$ cat src/sv/tps_pkg.sv
// Shared types, constants and arithmetic helpers of the TPS evaluator.
`timescale 1ns / 1ps

package tps_pkg;

  localparam int CoordW  = 32;
  localparam int IndexW  = 6;
  localparam int CountW  = 7;
  localparam int AffineN = 3;
  localparam int UW      = 56;   // kernel value U, signed Q40.16
  localparam int AccW    = 64;

  // ln2 in Q16
  localparam logic signed [17:0] Ln2Q16 = 18'sd45426;

  typedef enum logic [1:0] {
    FUNC_LOAD_POINT  = 2'd0,
    FUNC_LOAD_AFFINE = 2'd1,
    FUNC_EVAL        = 2'd2
  } func_e;

  // What a pipeline slot carries toward the accumulator
  typedef enum logic [1:0] {
    TERM_CONST = 2'd0,
    TERM_X     = 2'd1,
    TERM_Y     = 2'd2,
    TERM_POINT = 2'd3
  } term_e;

  // Commands from the controller to the datapath
  typedef struct packed {
    logic  capture;    // eval transaction: latch query, clear accumulator
    logic  wr_point;   // write control point memory
    logic  wr_affine;  // write affine term
    logic  issue;      // push one term into the pipeline
    term_e kind;
    logic  load_out;   // move accumulator into the output register
  } cmd_t;

  // log2 mantissa table, Q16, with the end point at index 16
  function automatic logic [16:0] log2_tab(input logic [4:0] i);
    logic [16:0] v;
    unique case (i)
      5'd0:    v = 17'd0;
      5'd1:    v = 17'd5732;
      5'd2:    v = 17'd11136;
      5'd3:    v = 17'd16248;
      5'd4:    v = 17'd21098;
      5'd5:    v = 17'd25711;
      5'd6:    v = 17'd30109;
      5'd7:    v = 17'd34312;
      5'd8:    v = 17'd38336;
      5'd9:    v = 17'd42196;
      5'd10:   v = 17'd45904;
      5'd11:   v = 17'd49472;
      5'd12:   v = 17'd52911;
      5'd13:   v = 17'd56229;
      5'd14:   v = 17'd59434;
      5'd15:   v = 17'd62534;
      default: v = 17'd65536;
    endcase
    return v;
  endfunction

  function automatic logic signed [63:0] sat_add64(input logic signed [63:0] a,
                                                   input logic signed [63:0] b);
    logic [64:0] s;
    s = {a[63], a} + {b[63], b};
    if (s[64] != s[63]) begin
      return s[64] ? {1'b1, 63'd0} : {1'b0, {63{1'b1}}};
    end
    return s[63:0];
  endfunction

  function automatic logic signed [31:0] sat32(input logic signed [63:0] v);
    if (v[63:31] != {33{v[63]}}) begin
      return v[63] ? 32'h8000_0000 : 32'h7fff_ffff;
    end
    return v[31:0];
  endfunction

endpackage

$ cat src/sv/tps_ctrl.sv
// Controller: handshakes, point count register and term issue sequencing.
`timescale 1ns / 1ps

module tps_ctrl #(
  parameter int MAX_POINTS = 64,
  localparam int AW = (MAX_POINTS > 1) ? $clog2(MAX_POINTS) : 1
) (
  input  logic            clk_i,
  input  logic            rst_ni,
  input  logic            cfg_we_i,
  input  logic [6:0]      cfg_wdata_i,
  input  logic            in_valid_i,
  input  logic [1:0]      in_func_i,
  input  logic [5:0]      in_index_i,
  output logic            in_ready_o,
  input  logic            out_ready_i,
  output logic            out_valid_o,
  input  logic            busy_i,
  output tps_pkg::cmd_t   cmd_o,
  output logic [AW-1:0]   addr_o
);
  localparam int CW0  = $clog2(MAX_POINTS + 1);
  localparam int CntW = (CW0 > tps_pkg::CountW) ? CW0 : tps_pkg::CountW;

  typedef enum logic [1:0] {S_IDLE, S_AFFINE, S_POINTS, S_DRAIN} state_e;

  state_e         state_q;
  logic [6:0]     pc_q;
  logic [CntW-1:0] pt_q, n_lim;
  logic           issue_q, out_valid_q;
  tps_pkg::term_e kind_q;
  logic           accept, is_eval, done;

  assign n_lim = (CntW'(pc_q) > CntW'(MAX_POINTS)) ? CntW'(MAX_POINTS) : CntW'(pc_q);

  assign in_ready_o = (state_q == S_IDLE);
  assign accept     = in_valid_i && in_ready_o;
  assign is_eval    = (in_func_i == tps_pkg::FUNC_EVAL);
  assign done       = (state_q == S_DRAIN) && !busy_i && (!out_valid_q || out_ready_i);

  always_comb begin
    cmd_o.capture   = accept && is_eval;
    cmd_o.wr_point  = accept && (in_func_i == tps_pkg::FUNC_LOAD_POINT) &&
                      ({26'd0, in_index_i} < 32'(MAX_POINTS));
    cmd_o.wr_affine = accept && (in_func_i == tps_pkg::FUNC_LOAD_AFFINE) &&
                      ({26'd0, in_index_i} < 32'(tps_pkg::AffineN));
    cmd_o.issue     = issue_q;
    cmd_o.kind      = kind_q;
    cmd_o.load_out  = done;
  end

  assign addr_o      = pt_q[AW-1:0];
  assign out_valid_o = out_valid_q;

  // State, counters and registered outputs
  always_ff @(posedge clk_i or negedge rst_ni) begin
    if (!rst_ni) begin
      state_q     <= S_IDLE;
      pc_q        <= '0;
      pt_q        <= '0;
      issue_q     <= 1'b0;
      kind_q      <= tps_pkg::TERM_CONST;
      out_valid_q <= 1'b0;
    end else begin
      if (cfg_we_i) pc_q <= cfg_wdata_i;

      if (done) begin
        out_valid_q <= 1'b1;
      end else if (out_ready_i) begin
        out_valid_q <= 1'b0;
      end

      unique case (state_q)
        S_IDLE: begin
          if (accept && is_eval) begin
            state_q <= S_AFFINE;
            issue_q <= 1'b1;
            kind_q  <= tps_pkg::TERM_CONST;
            pt_q    <= '0;
          end
        end
        S_AFFINE: begin
          priority case (kind_q)
            tps_pkg::TERM_CONST: kind_q <= tps_pkg::TERM_X;
            tps_pkg::TERM_X:     kind_q <= tps_pkg::TERM_Y;
            default: begin
              kind_q <= tps_pkg::TERM_POINT;
              if (n_lim == '0) begin
                issue_q <= 1'b0;
                state_q <= S_DRAIN;
              end else begin
                state_q <= S_POINTS;
              end
            end
          endcase
        end
        S_POINTS: begin
          if (pt_q + CntW'(1) == n_lim) begin
            issue_q <= 1'b0;
            state_q <= S_DRAIN;
          end else begin
            pt_q <= pt_q + CntW'(1);
          end
        end
        S_DRAIN: begin
          if (done) state_q <= S_IDLE;
        end
        default: state_q <= S_IDLE;
      endcase
    end
  end
endmodule

$ cat config.mk
export PLATFORM = sky130hd
export DESIGN_NAME = tps_ctrl
export DESIGN_NICKNAME = d
export VERILOG_FILES = /design/src/sv/tps_pkg.sv /design/src/sv/tps_ctrl.sv
export SDC_FILE = /design/constraint.sdc
export NUM_CORES = 1
export LEC_CHECK = 0
export BUFFER_PORTS_ARGS = -buffer_cell sky130_fd_sc_hd__buf_2
export CORE_MARGIN = 1
export CORE_UTILIZATION = 47
export CTS_CLUSTER_DIAMETER = 200
export DETAILED_ROUTE_END_ITERATION = 8
export GPL_TIMING_DRIVEN = 0
export PLACE_DENSITY = 0.75
export SLEW_MARGIN = 10
export SYNTH_ARGS = -nofsm -noshare
export SYNTH_HDL_FRONTEND = slang
export SYNTH_SLANG_ARGS = --single-unit
$ cat constraint.sdc
create_clock -name clk_i -period 1.97 [get_ports clk_i]
set_clock_uncertainty 0.05 [all_clocks]
set_input_delay 0.4925 -clock clk_i [delete_from_list [all_inputs] [get_ports clk_i]]
set_output_delay 0.4925 -clock clk_i [all_outputs]
set_load 0.005 [all_outputs]
======== Word-level counts from Yosys, hierarchy flattened ========
Cells that the tools add are included.
operators by class
  add/sub/neg operators ................... 1
  magnitude comparators ................... 2
  equal/unequal tests ..................... 13
  mux-type cells .......................... 20
  reductions and logical operators ........ 23
operators by type and width
  operator             count
  $mux 7               3
  $pmux 7 s2           1
  $mux 2               5
  $ne 2x2->1 const B   5
  $pmux 2 s2           2
  $pmux 2 s4           1
  $add 7x1->7 const B  1
  $eq 7x7->1           1
  $gt 7x7->1 const B   1
  $logic_and 1x1->1    7
  $logic_not 7->1      1
  $mux 1               7
  $eq 2x1->1 const B   3
  $eq 2x2->1 const B   3
  $logic_not 2->1      3
  $lt 6x2->1 const B   1
  $reduce_bool 2->1    3
  $reduce_and 5->1     1
  $reduce_and 4->1     1
  $pmux 1 s3           1
  $reduce_and 3->1     1
  $reduce_bool 3->1    1
  $logic_not 1->1      2
  $ne 2x1->1 const B   1
  3 further kinds      3
storage, ports and cells
  flip-flop bits (word level) ............. 20
  input bits .............................. 21
  output and inout bits ................... 15
  logic and storage cells ................. 65

======== Logic depth before layout (Yosys ltp) ========
  word-level depth ........................ 6
  gate-level depth with buffers ........... 9
  mapped depth without buffers ............ 8

======== Worst setup path after synthesis ========
Ideal clock, no wire load.
  path type ............................... register -> register
  start point ............................. register pt_q[0]
  end point ............................... register state_q[1]
  setup time .............................. 0.125 ns
  arrival ................................. 1.953 ns
  data required time ...................... 1.795 ns
  slack ................................... -0.158 ns
  cell stages (with the launch flop) ...... 8
  buffers on the path ..................... 0
  period minus slack after synthesis ...... 2.128 ns
  cell sequence ........................... dfrtp_1 > ha_1 > nand3_1 > or3_1 > and4_1 > o21a_2 > o21a_1 > mux2_4
on the way
  cells in the longest elaborated chain, start to end .. 4
RTL lines
  item                        RTL line         source
  from (decl)                 tps_ctrl.sv:29   logic [CntW-1:0] pt_q, n_lim;
  from (signal assigned)      tps_ctrl.sv:102  pt_q <= pt_q + CntW'(1);
  $add 7x1->7                 tps_ctrl.sv:98   if (pt_q + CntW'(1) == n_lim) begin
  $eq 7x7->1                  tps_ctrl.sv:98
  $ne 2x2->1 (no line)        --
  $reduce_and 4->1 (no line)  --
  to (signal assigned)        tps_ctrl.sv:100  state_q <= S_DRAIN;
  to (signal assigned)        tps_ctrl.sv:106  if (done) state_q <= S_IDLE;
  to (signal assigned)        tps_ctrl.sv:108  default: state_q <= S_IDLE;
  to (decl)                   tps_ctrl.sv:27   state_e state_q;
Every way passes these cells.
A chain may end at the register's enable or synchronous reset.

======== Worst setup path in the final report ========
  start point ............................. register pt_q[0]
  end point ............................... register pt_q[0]
on the way
  cells in the longest elaborated chain, start to end .. 4
  elaborated cells on any way between the ends .. 6
  those cells by class .................... 1 x add/sub; 2 x eq/ne; 2 x mux; 1 x reduce/logical
RTL lines
  item                        RTL line
  $add 7x1->7 (*)             tps_ctrl.sv:98, tps_ctrl.sv:102
  $eq 7x7->1                  tps_ctrl.sv:98
  $ne 2x2->1 (no line)        --
  $reduce_and 3->1 (no line)  --
Every way passes the cells marked *; elsewhere a longest branch is shown, timed or not. The select of a mux whose other input is x is not followed.

==> impl_metrics.yaml <==
synthesis:
  yosys.area.top_type: "dfrtp_1"
  synth.avg_cell_area_um2: 9.239
  ys_async_sr_fraction: 1.000
  yosysWarnings: 0
  yosysSeqAreaShare: 0.3587
  netlist.area_leader.share: 0.3587
  synth_edf_count: 0
  synth.most_common_cell: "dfrtp_1"
  ys_ff_latch: 20
  synthTopCellsByArea: "dfrtp_1 (36%), mux2_2 (4.8%), ha_1 (4.5%), buf_4 (4.3%), a21oi_1 (3.9%)"
  yosys_most_used_dff: "dfrtp_1"
  synthCells: 151
  netlist_area_um2: 1395
  synth.distinct_cells: 42
  synth_common_cells: "dfrtp_1 (20), a21oi_1 (11), nand2_1 (11)"
  synth_fp_nets: 177
clocking:
  insertion_delay_ns: 0.31
  cts_buffers: 3
  clk_pin_slew_ns: 0.12
  htree_levels: 1
  ctsRootBufferMaster: "clkbuf_4"
  clkSinkCount: 20
  cts_tree: "yes"
  cts.path.max_buffers: 2
drt:
  drc: 0
  drt_iter0_markers: 59
  dr_total_vias: 1397
  wl_um: 3969
  firstDrtPassIters: 4
  wire_per_inst_um: 16.47
  drtAntennaViolNets: 0
  routed_via_density: 5.797
setup_path:
  cpMostUsedCell: "buf_6"
  crit_buf_inv: 2
  cp_num_cells: 10
  timing.rr.end: "pt_q[0]"
  rrSetupSlack_ns: -0.24
  end_kind: "register"
  cpPeakStageDelay_ns: 0.49
  cp.arrival_ns: 2.36
  worstPathCellList: "ha_4, buf_6, xor2_2, xnor2_1, nor2_1, and4_1, o21a_4, buf_6, mux2i_2, o21ai_1"
  worst-setup-path-type: "register to register"
  required_ns: 2.12
  cpLargestDelayFamily: "flip-flops"
  slowest_stage: "dfrtp_2"
  r2r-start: "pt_q[0]"
  worst_setup_path_start_kind: "register"
  rr_worst_depth: 10
  cp_max_fo: 5
global_routing:
  grt_pass1_vias: 1285
  antenna_found_initial: 0
  grt_max_degree: 21
  grt_pass1_wl_um: 6127
  grtUsageTotal: 0.2465
  grt-ovfl-total: 0
floorplan:
  core_area_um2: 2781
  ioPinCount: 36
  die_w_um: 56.48
  dieArea_um2: 3190
  start_util: 0.5016
  fp.dieH_um: 56.48
  rows: 19
power_and_ir_drop:
  sw_frac_of_total: 0.4229
  seqPwrFrac: 0.258
  pwr-share-comb: 0.649
  clkPwrFrac: 0.093
  p_total_mw: 2.734
  power.density_nw_per_um2: 1353
  power_switching_mw: 1.156
  p_leak_nw: 0.9185
  irDropWorstVdd_mv: 1.263
  internal_power_mw: 1.578
place:
  place_area_um2: 1618
  gp_congestion: 0.8388
  dpl.hpwl_um: 2316
  dp_worst_setup_slack_ns: -0.4259
  io_buffers: 34
flow_run:
  cap_violations: 0
timing:
  fmax_mhz: 452.4
  finalSetupViolations: 12
  holdWs_ns: 0.06879
  setup_ws_ns: -0.2404
  layout_min_cycle_time_ns: 2.210
  rsz0062_at_grt: "yes"
  tightest_slew_ns: 0.4755
  min_period_over_period: 1.122
  hold_violations: 0
  drv_slew: 0
  relSlewSlack: 0.6830
final_layout:
  fin_nets: 237
  diodes: 0
  final_area_um2: 2021
  syn_to_final_growth_pct: 44.84
  drive_gt1_frac: 0.5333
worst_hold_path:
  worstHoldPathType: "primary input to async pin"
outcome:
  outcome: "complete, but fails checks"
  violations: "negative setup slack"
==> repair_timing <==
action / in CTS / in global routing
buffers inserted: 12 / 11
pin swaps: 17 / 12
cloned: 1 / 0
hold buffers: 0 / 0
resized for setup: 31 / 17
endpoints found under the setup margin: 15 / 13
==> worst max path at each step <==
stage | from | to
2_1_floorplan | pt_q[0] | state_q[1]
3_3_place_gp | state_q[0] | pt_q[2]
3_5_place_dp | state_q[0] | pt_q[4]
4_1_cts | state_q[0] | cmd_o[4]
5_1_grt | pt_q[0] | pt_q[0]
6_report | pt_q[0] | pt_q[0]
==> placed cells by master, fill, tap and decap left out, types with 3 or more instances in the layout <==
cell      Yosys  routed
buf_6         1       7
dfrtp_2       0       3
inv_1         6       3
mux2_2        6       6
o41ai_2       1       3
xnor2_1       6       6
nand2b_1      7       6
buf_4         8      26
buf_2         0      33
inv_2         1       3
clkbuf_4      0       3
nor3_1        3       3
nand2_1      11      10
dfrtp_1      20      17
nand3_1       6       4
nor2_1       10       9
ha_4          0       4
a21oi_1      11      11
o21ai_0       6       5
nor2b_1       3       3
==> routing by layer <==
metal	global-route usage	vias to the layer above	share of wire
met5	0	-	0
met4	0.1080	0	0.024
met3	0.03456	10	0.044
met2	0.4101	52	0.49
met1	0.3180	685	0.44
li1	-	650	-
==> power groups by stage <==
stage / logic [mW] / clock network, mW / registers [mW]
2_1_floorplan: 0.862 / 0 / 0.671
3_3_place_gp: 1.09 / 0 / 0.695
3_5_place_dp: 1.14 / 0 / 0.713
4_1_cts: 1.47 / 0.248 / 0.686
5_1_grt: 1.92 / 0.266 / 0.727
6_report: 1.77 / 0.254 / 0.707
==> flip-flops by register name, indices dropped and copies added, names as in the netlist <==
name and flops:
issue_q 1, pc_q 7, pt_q 7, state_q 2, kind_q 2, out_valid_o 1
==> area by class of cell <==
type                       count  area, um^2
multi-input combinational    111       954.7
fill                         201       760.7
sequential                    20       504.2
timing repair buffer          58       375.4
buffer                        10       82.58
tap                           31       38.79
clock buffer                   4       36.28
inverter                       7       28.78
==> cells by family (layout without fill, tap and decap cells) <==
group                      Yosys count  in the layout  share of synthesized area
muxes                               11             11                    0.08789
AOI/OAI and AO/OA                   33             33                     0.1570
adders and majority gates            5              5                    0.04484
xor gates and xnor gates             8              8                    0.05561
buffers and inverters               20             79                    0.08071
and+or+nand+nor                     54             54                     0.2153
DFF                                 20             20                     0.3587
==> stage by stage <==
step,setup TNS [ns],util,instances
floorplan,-0.09215,-,151
global placement,-2.514,0.5816,216
CTS,-1.077,0.6707,232
detailed placement,-3.829,0.5816,216
finish,-1.616,0.7265,241
global route,-2.250,0.7265,241
Power figures use the tool's default switching activity.
